--- src/hdl/spp_pkg.sv ---
// Shared types and constants for the preemptive priority scheduler.
// No dependencies; every other file of the block imports this package.
`default_nettype none

package spp_pkg;

   localparam int SLOTS  = 16;
   localparam int SLOT_W = (SLOTS > 1) ? $clog2(SLOTS) : 1;

   localparam logic OP_ADMIT = 1'b0;
   localparam logic OP_TICK  = 1'b1;

   localparam logic [1:0] KIND_DONE = 2'd0;
   localparam logic [1:0] KIND_FULL = 2'd1;
   localparam logic [1:0] KIND_ZERO = 2'd2;

   typedef struct packed {
      logic        op;
      logic [7:0]  task_id;
      logic [7:0]  task_priority;
      logic [15:0] burst_len;
   } req_type;

   typedef struct packed {
      logic [1:0]  kind;
      logic [7:0]  done_id;
      logic [31:0] done_at;
      logic [31:0] turnaround;
      logic [31:0] waiting_time;
   } rsp_type;

   // One row of the slot table
   typedef struct packed {
      logic [7:0]  task_id;
      logic [7:0]  priority_num;
      logic [31:0] arrival;
      logic [15:0] remaining;
      logic [15:0] burst;
   } slot_type;

   // Ordering key used by the selection comparator
   typedef struct packed {
      logic [7:0]  priority_num;
      logic [31:0] arrival;
   } key_type;

endpackage

`default_nettype wire

--- src/hdl/spp_slot_ram.sv ---
// Slot table storage: one write port and one registered read port.
// Depends on spp_pkg for the row type and table depth.
`default_nettype none

module spp_slot_ram (
   input  wire                   clock,
   input  wire                   wr_en,
   input  wire [spp_pkg::SLOT_W-1:0] wr_addr,
   input  wire spp_pkg::slot_type wr_data,
   input  wire [spp_pkg::SLOT_W-1:0] rd_addr,
   output spp_pkg::slot_type     rd_data
);
   import spp_pkg::*;

   slot_type mem [SLOTS];
   slot_type rd_data_ff;

   always_ff @(posedge clock) begin
      if (wr_en) begin
         mem[wr_addr] <= wr_data;
      end
      rd_data_ff <= mem[rd_addr];
   end

   assign rd_data = rd_data_ff;

endmodule

`default_nettype wire

--- src/hdl/spp_cmp.sv ---
// Selection comparator shared by every step of the slot scan.
// Depends on spp_pkg for the key type.
`default_nettype none

module spp_cmp (
   input  wire spp_pkg::key_type cand_key,
   input  wire spp_pkg::key_type best_key,
   input  wire              best_found,
   output logic             take
);
   import spp_pkg::*;

   // Strict compares keep the earlier (lower) slot on a full tie
   always_comb begin
      take = !best_found
          || (cand_key.priority_num < best_key.priority_num)
          || ((cand_key.priority_num == best_key.priority_num)
              && (cand_key.arrival < best_key.arrival));
   end

endmodule

`default_nettype wire

--- src/hdl/preemptive_priority_scheduler.sv ---
// Top level of the preemptive priority scheduler: sequencer, valid bits and time.
// Depends on spp_pkg, spp_slot_ram and spp_cmp.
`default_nettype none

// Each beat taken on start/busy walks the whole slot table through one read
// port of the slot RAM and one comparator, one slot per cycle: an admit or an
// idle or unfinished tick keeps busy high through the scan, a last-compare step
// and an apply step, and a tick that finishes a task also passes through an
// emit step to form its waiting time. A result appears on rsp_data with
// rsp_valid high for exactly one cycle and is not held; the receiver cannot
// stall it. Successful admits and ticks that do not finish a task give no result.

module preemptive_priority_scheduler (
   input  wire              clock,
   input  wire              reset,
   input  wire              start,
   output logic             busy,
   input  wire spp_pkg::req_type req_data,
   output logic             rsp_valid,
   output spp_pkg::rsp_type rsp_data
);
   import spp_pkg::*;

   typedef enum logic [2:0] {
      ST_IDLE,
      ST_SCAN,
      ST_LAST,
      ST_APPLY,
      ST_EMIT
   } state_type;

   state_type         state_ff, state_in;
   req_type           req_ff, req_in;
   logic [SLOT_W-1:0] idx_ff, idx_in;
   logic              cmp_vld_ff, cmp_vld_in;
   logic [SLOT_W-1:0] cmp_idx_ff, cmp_idx_in;
   logic              best_found_ff, best_found_in;
   logic [SLOT_W-1:0] best_idx_ff, best_idx_in;
   slot_type          best_ff, best_in;
   logic              free_found_ff, free_found_in;
   logic [SLOT_W-1:0] free_idx_ff, free_idx_in;
   logic [SLOTS-1:0]  valid_ff, valid_in;
   logic [31:0]       now_ff, now_in;
   logic [31:0]       tat_ff, tat_in;
   logic              rsp_valid_ff, rsp_valid_in;
   rsp_type           rsp_ff, rsp_in;

   logic              wr_en;
   logic [SLOT_W-1:0] wr_addr;
   slot_type          wr_data;
   slot_type          rd_data;
   key_type           cand_key;
   key_type           best_key;
   logic              take;
   logic [15:0]       rem_next;

   spp_slot_ram u_ram (
      .clock   (clock),
      .wr_en   (wr_en),
      .wr_addr (wr_addr),
      .wr_data (wr_data),
      .rd_addr (idx_ff),
      .rd_data (rd_data)
   );

   assign cand_key = {rd_data.priority_num, rd_data.arrival};
   assign best_key = {best_ff.priority_num, best_ff.arrival};

   spp_cmp u_cmp (
      .cand_key   (cand_key),
      .best_key   (best_key),
      .best_found (best_found_ff),
      .take       (take)
   );

   assign rem_next = best_ff.remaining - 16'd1;

   always_comb begin
      state_in      = state_ff;
      req_in        = req_ff;
      idx_in        = idx_ff;
      cmp_vld_in    = 1'b0;
      cmp_idx_in    = cmp_idx_ff;
      best_found_in = best_found_ff;
      best_idx_in   = best_idx_ff;
      best_in       = best_ff;
      free_found_in = free_found_ff;
      free_idx_in   = free_idx_ff;
      valid_in      = valid_ff;
      now_in        = now_ff;
      tat_in        = tat_ff;
      rsp_valid_in  = 1'b0;
      rsp_in        = rsp_ff;
      wr_en         = 1'b0;
      wr_addr       = free_idx_ff;
      wr_data.task_id      = req_ff.task_id;
      wr_data.priority_num = req_ff.task_priority;
      wr_data.arrival      = now_ff;
      wr_data.remaining    = req_ff.burst_len;
      wr_data.burst        = req_ff.burst_len;

      // Compare stage: RAM data for cmp_idx arrives in the cycle after its read
      if (cmp_vld_ff && (req_ff.op == OP_TICK) && valid_ff[cmp_idx_ff] && take) begin
         best_found_in = 1'b1;
         best_idx_in   = cmp_idx_ff;
         best_in       = rd_data;
      end

      unique case (state_ff)
         ST_IDLE: begin
            if (start) begin
               req_in        = req_data;
               idx_in        = '0;
               best_found_in = 1'b0;
               free_found_in = 1'b0;
               state_in      = ST_SCAN;
            end
         end
         ST_SCAN: begin
            cmp_vld_in = 1'b1;
            cmp_idx_in = idx_ff;
            if (!valid_ff[idx_ff] && !free_found_ff) begin
               free_found_in = 1'b1;
               free_idx_in   = idx_ff;
            end
            if (idx_ff == SLOT_W'(SLOTS - 1)) begin
               state_in = ST_LAST;
            end else begin
               idx_in = idx_ff + SLOT_W'(1);
            end
         end
         ST_LAST: begin
            state_in = ST_APPLY;
         end
         ST_APPLY: begin
            state_in = ST_IDLE;
            if (req_ff.op == OP_ADMIT) begin
               rsp_in.done_id      = req_ff.task_id;
               rsp_in.done_at      = '0;
               rsp_in.turnaround   = '0;
               rsp_in.waiting_time = '0;
               if (req_ff.burst_len == 16'd0) begin
                  rsp_valid_in = 1'b1;
                  rsp_in.kind  = KIND_ZERO;
               end else if (!free_found_ff) begin
                  rsp_valid_in = 1'b1;
                  rsp_in.kind  = KIND_FULL;
               end else begin
                  wr_en                 = 1'b1;
                  valid_in[free_idx_ff] = 1'b1;
               end
            end else begin
               now_in = now_ff + 32'd1;
               if (best_found_ff) begin
                  wr_en     = 1'b1;
                  wr_addr   = best_idx_ff;
                  wr_data   = best_ff;
                  wr_data.remaining = rem_next;
                  if (rem_next == 16'd0) begin
                     valid_in[best_idx_ff] = 1'b0;
                     tat_in   = now_ff + 32'd1 - best_ff.arrival;
                     state_in = ST_EMIT;
                  end
               end
            end
         end
         ST_EMIT: begin
            rsp_valid_in        = 1'b1;
            rsp_in.kind         = KIND_DONE;
            rsp_in.done_id      = best_ff.task_id;
            rsp_in.done_at      = now_ff;
            rsp_in.turnaround   = tat_ff;
            rsp_in.waiting_time = tat_ff - {16'd0, best_ff.burst};
            state_in            = ST_IDLE;
         end
         default: begin
            state_in = ST_IDLE;
         end
      endcase
   end

   always_ff @(posedge clock) begin
      if (reset) begin
         state_ff     <= ST_IDLE;
         cmp_vld_ff   <= 1'b0;
         valid_ff     <= '0;
         now_ff       <= '0;
         rsp_valid_ff <= 1'b0;
      end else begin
         state_ff     <= state_in;
         cmp_vld_ff   <= cmp_vld_in;
         valid_ff     <= valid_in;
         now_ff       <= now_in;
         rsp_valid_ff <= rsp_valid_in;
      end
      req_ff        <= req_in;
      idx_ff        <= idx_in;
      cmp_idx_ff    <= cmp_idx_in;
      best_found_ff <= best_found_in;
      best_idx_ff   <= best_idx_in;
      best_ff       <= best_in;
      free_found_ff <= free_found_in;
      free_idx_ff   <= free_idx_in;
      tat_ff        <= tat_in;
      rsp_ff        <= rsp_in;
   end

   assign busy      = (state_ff != ST_IDLE);
   assign rsp_valid = rsp_valid_ff;
   assign rsp_data  = rsp_ff;

endmodule

`default_nettype wire

--- config.mk ---
export PLATFORM = sky130hd
export DESIGN_NAME = preemptive_priority_scheduler
export DESIGN_NICKNAME = d
export VERILOG_FILES = /design/src/hdl/spp_pkg.sv /design/src/hdl/spp_slot_ram.sv /design/src/hdl/spp_cmp.sv /design/src/hdl/preemptive_priority_scheduler.sv
export SDC_FILE = /design/constraint.sdc
export NUM_CORES = 2
export LEC_CHECK = 0
export ABC_CLOCK_PERIOD_IN_PS = 20700
export BUFFER_PORTS_ARGS = -buffer_cell sky130_fd_sc_hd__buf_2
export CAP_MARGIN = 10
export CORE_ASPECT_RATIO = 0.6
export CORE_MARGIN = 2
export CORE_UTILIZATION = 33
export DETAILED_ROUTE_END_ITERATION = 12
export MAX_ROUTING_LAYER = met4
export SLEW_MARGIN = 30
export SYNTH_ARGS = -nofsm -noshare
export SYNTH_HDL_FRONTEND = slang
export SYNTH_SLANG_ARGS = --single-unit
--- constraint.sdc ---
create_clock -name clock -period 20.7 [get_ports clock]
set_clock_uncertainty 0.05 [all_clocks]
set_input_delay 0 -clock clock [delete_from_list [all_inputs] [get_ports clock]]
set_output_delay 0 -clock clock [all_outputs]
set_load 0.005 [all_outputs]
==> summary.txt <==
Detailed routing
  • Final wirelength: 174.8 mm
  • Via density per instance: 5.208
  • Drc violations: 0
  • Wire per inst: 26.75 um
  • Antenna viol nets, final: 0
  • DRT iter0 DRCs: 4546
  • Vias: 34024
  • 1st-pass router iterations: 5

Worst setup path
  • Slowest cell on crit path: nor2_4
  • Worst EP required: 21.07 ns
  • Delay-heaviest family, CP: simple AND/OR/NAND/NOR gates
  • Most used cell, CP: buf_4
  • CP Buf/Inv Count: 4
  • Critical path type: register to register
  • Worst path cell trace: buf_4 -> nor2b_1 -> and3_1 -> and2_1 -> buf_4 -> a21boi_1 -> nor2_4 -> buf_4 -> buf_4
  • Crit path launch type: register
  • Arrival time at the worst endpoint: 5.61 ns
  • Worst path max stage delay: 0.84 ns
  • CP endpoint kind: register
  • Crit path max fanout: 69

Placed design
  • Placement Setup Slack: 15.25 ns
  • I/O Buffers: 143
  • Dpl cell area: 70920 um^2
  • Post-Place Cells: 6171
  • Post-DP HPWL: 105.6 mm
  • RePlAce Congestion: 0.8163

Pwr
  • Comb power frac: 0.104
  • Static leakage: 25.55 nW
  • Net switching power: 1.769 mW
  • Power, Total: 7.692 mW
  • Sequential Power Share: 0.505
  • Maximum vdd drop: 0.06409 mV
  • Switching share of power: 0.2299
  • PD cells: 99.83 nW/um^2
  • Clock share of power: 0.390
  • Internal: 5.924 mW

STA
  • Worst Tran Pin Value: 1.025 ns
  • Final setup margin: 15.46 ns
  • Setup TNS: 0 ns
  • Fin. Hold Viols: 0
  • Tmin final: 5.239 ns
  • Peak Freq: 190.9 MHz
  • Fin crit share: 0.2531
  • WHS: 0.2631 ns
  • Slew Limit Headroom: 0.3168
  • RSZ-0062 raised after global routing: no
  • Max-slew violation count: 0
  • Final setup fails: 0

Final layout
  • Filler Cell Count: 17916
  • Layout area overhead: 16.34%
  • Final cell count without fillers: 6533
  • Post-layout util: 0.3861
  • Commonest cells after routing, fill and taps aside: edfxtp_1 (1548), mux4_2 (409), nand2_1 (180)
  • Final nets: 3891
  • Layout cells sized above 1: 0.2504
  • Most common cell after layout, fill and taps aside: edfxtp_1
  • Final Cell Area: 77060 um^2

Synth
  • XOR/XNOR share of the synthesized area: 0.01481
  • Synth Cell Area: 66240 um^2
  • Register area share after synthesis: 0.7423
  • Synth Area in Adders: 0.01761
  • Unique masters post-synth: 76
  • Post-synth ARST share: 0
  • Synth Area in Simple Gates: 0.04277
  • Compound-cell area share of the yosys netlist: 0.02839
  • Top_reg_cell synth: edfxtp_1
  • Post-synth EDFFs: 1548
  • Flops & latches, synth: 1682
  • Net Count, Synth: 3562
  • Mux share of post-synthesis cell area: 0.1406
  • Syn Inst Count: 3434
  • Largest family of logic cells by synthesized area: multiplexers
  • Syn avg cell area: 19.29 um^2
  • Synth warn: 0

Run status
  • Status: completed

CTS
  • Longest Clk Path Bufs: 4
  • Clock Latency Late Sink: 0.83 ns
  • Clk pin slew, worst setup/hold paths: 0.07 ns
  • H-Tree Depth: 4
  • Setup Buffers After CTS: 0
  • CTS Buf Count: 162
  • CTS tree: done
  • CTS root buf: clkbuf_16
  • Clk sink count: 1682

Die
  • Die ar.: 204400 um^2
  • Die Y-Extent: 351.0 um
  • Core footprint: 199600 um^2
  • DIE WIDTH: 582.4 um
  • Initial Util: 0.3319
  • # rows: 127
  • IO Pins: 144

Worst hold path
  • Hold Path Class: primary input to register

Global routing
  • First-pass GRT wire length: 248.2 mm
  • Vias in the first global route: 32881
  • Total congestion overflow: 0
  • Pin count of the biggest net entering global routing: 157
  • Gr usage total: 0.1739
  • Initial antenna violation count: 11

Run
  • Maxcap violations: 0
## synth_stat cells (6+ instances only)
cell type | n | area (um^2)
o31ai_1 | 6 | 45.04
or2_1 | 6 | 37.54
and2_1 | 12 | 75.07
mux2_1 | 6 | 67.56
dfxtp_1 | 134 | 2683
nor4_1 | 11 | 68.82
o21ai_1 | 26 | 130.1
and3_1 | 75 | 469.2
o21a_1 | 11 | 82.58
nand4_1 | 16 | 100.1
nor3_1 | 23 | 115.1
or3_1 | 14 | 87.58
o21bai_1 | 13 | 97.59
mux4_2 | 409 | 9211
buf_1 | 35 | 131.4
xor2_1 | 50 | 437.9
a21oi_1 | 79 | 395.4
nand2_1 | 181 | 679.4
nand3_1 | 29 | 145.1
o211ai_1 | 6 | 45.04
a21o_1 | 29 | 217.7
ha_1 | 90 | 1126
edfxtp_1 | 1548 | 46480
a211oi_1 | 11 | 82.58
o21ai_0 | 87 | 435.4
nor2_1 | 151 | 566.8
a31oi_1 | 7 | 43.79
nor2b_1 | 16 | 100.1
clkbuf_1 | 119 | 446.7
nand2b_1 | 12 | 75.07
inv_1 | 82 | 307.8
xnor2_1 | 62 | 543.0
## flip-flops by register name (all words and copies together), names as in the netlist
signal and cells:
cmp_vld_ff 1, free_idx_ff 4, rsp_data 106, now_ff 32
rsp_valid 1, req_ff 33, free_found_ff 1, u_ram.rd_data 80
best_ff 80, best_found_ff 1, u_ram.mem 1280, state_ff 3
cmp_idx_ff 4, idx_ff 4, tat_ff 32, best_idx_ff 4
valid_ff 16
## layout make-up
class	count	area, um^2	area share
diodes	3	7.507	0.00009742
clock buffers	205	4372	0.05673
clock inverters	82	917.1	0.01190
inverters	83	311.5	0.004043
multi-input cells	1513	16450	0.2134
flip-flops and latches	1682	49170	0.6381
well taps	2644	3308	0.04293
repair buffers	321	2527	0.03280
## worst register-to-register path: stages (launching register included)
cell      delay (ns)
dfxtp_2         0.31
buf_4           0.34
nor2b_1         0.33
and3_1          0.70
and2_1          0.22
buf_4           0.43
a21boi_1        0.41
nor2_4          0.84
buf_4           0.42
buf_4           0.75
## metal layers
metal  part of all wire  up-vias  wire [um]  global-route usage
met5                  0        -          0                   -
met4              0.012        0       2128             0.02892
met3              0.093      172      16280             0.04310
met2               0.42     1380      72620              0.2324
met1               0.48    17998      83730              0.2675
li1                   -    14474          -                   -
## logic make-up after synthesis
logic type	Yosys count
multiplexers	418
flip-flops	1682
XOR/XNOR	112
AO/OA/AOI/OAI	308
buffers and inverters	239
AND/OR/NAND/NOR	583
adder cells (fa/ha/maj)	92
## worst paths after layout
| kind | from | end | slack (ns) | cells past startpoint |
|---|---|---|---|---|
| worst max-delay path | state_ff[2] | u_ram.mem[12][16] | 15.46 | 9 |
| worst min-delay path | reset | rsp_valid | 0.26 | 4 |
| worst max register to register | state_ff[2] | u_ram.mem[12][16] | 15.46 | 9 |
| worst min register to register | u_ram.rd_data[14] | best_ff[14] | 0.35 | 0 |
## power by group through the flow
stage          Combinational [mW]  Clock, mW  Sequential [mW]
2_1_floorplan               0.570          0             3.91
3_3_place_gp                0.781          0             3.96
3_5_place_dp                0.795          0             3.96
4_1_cts                     0.807       3.06             3.89
5_1_grt                     0.864       3.19             3.89
6_report                    0.804       3.00             3.89
## timing repair
item,in CTS,in global routing
endpoints found under the hold margin,87,0
setup endpoints to repair,0,0
resized for setup,0,0
hold buffers,69,0
No activity file was read; power rests on OpenSTA's default activity.
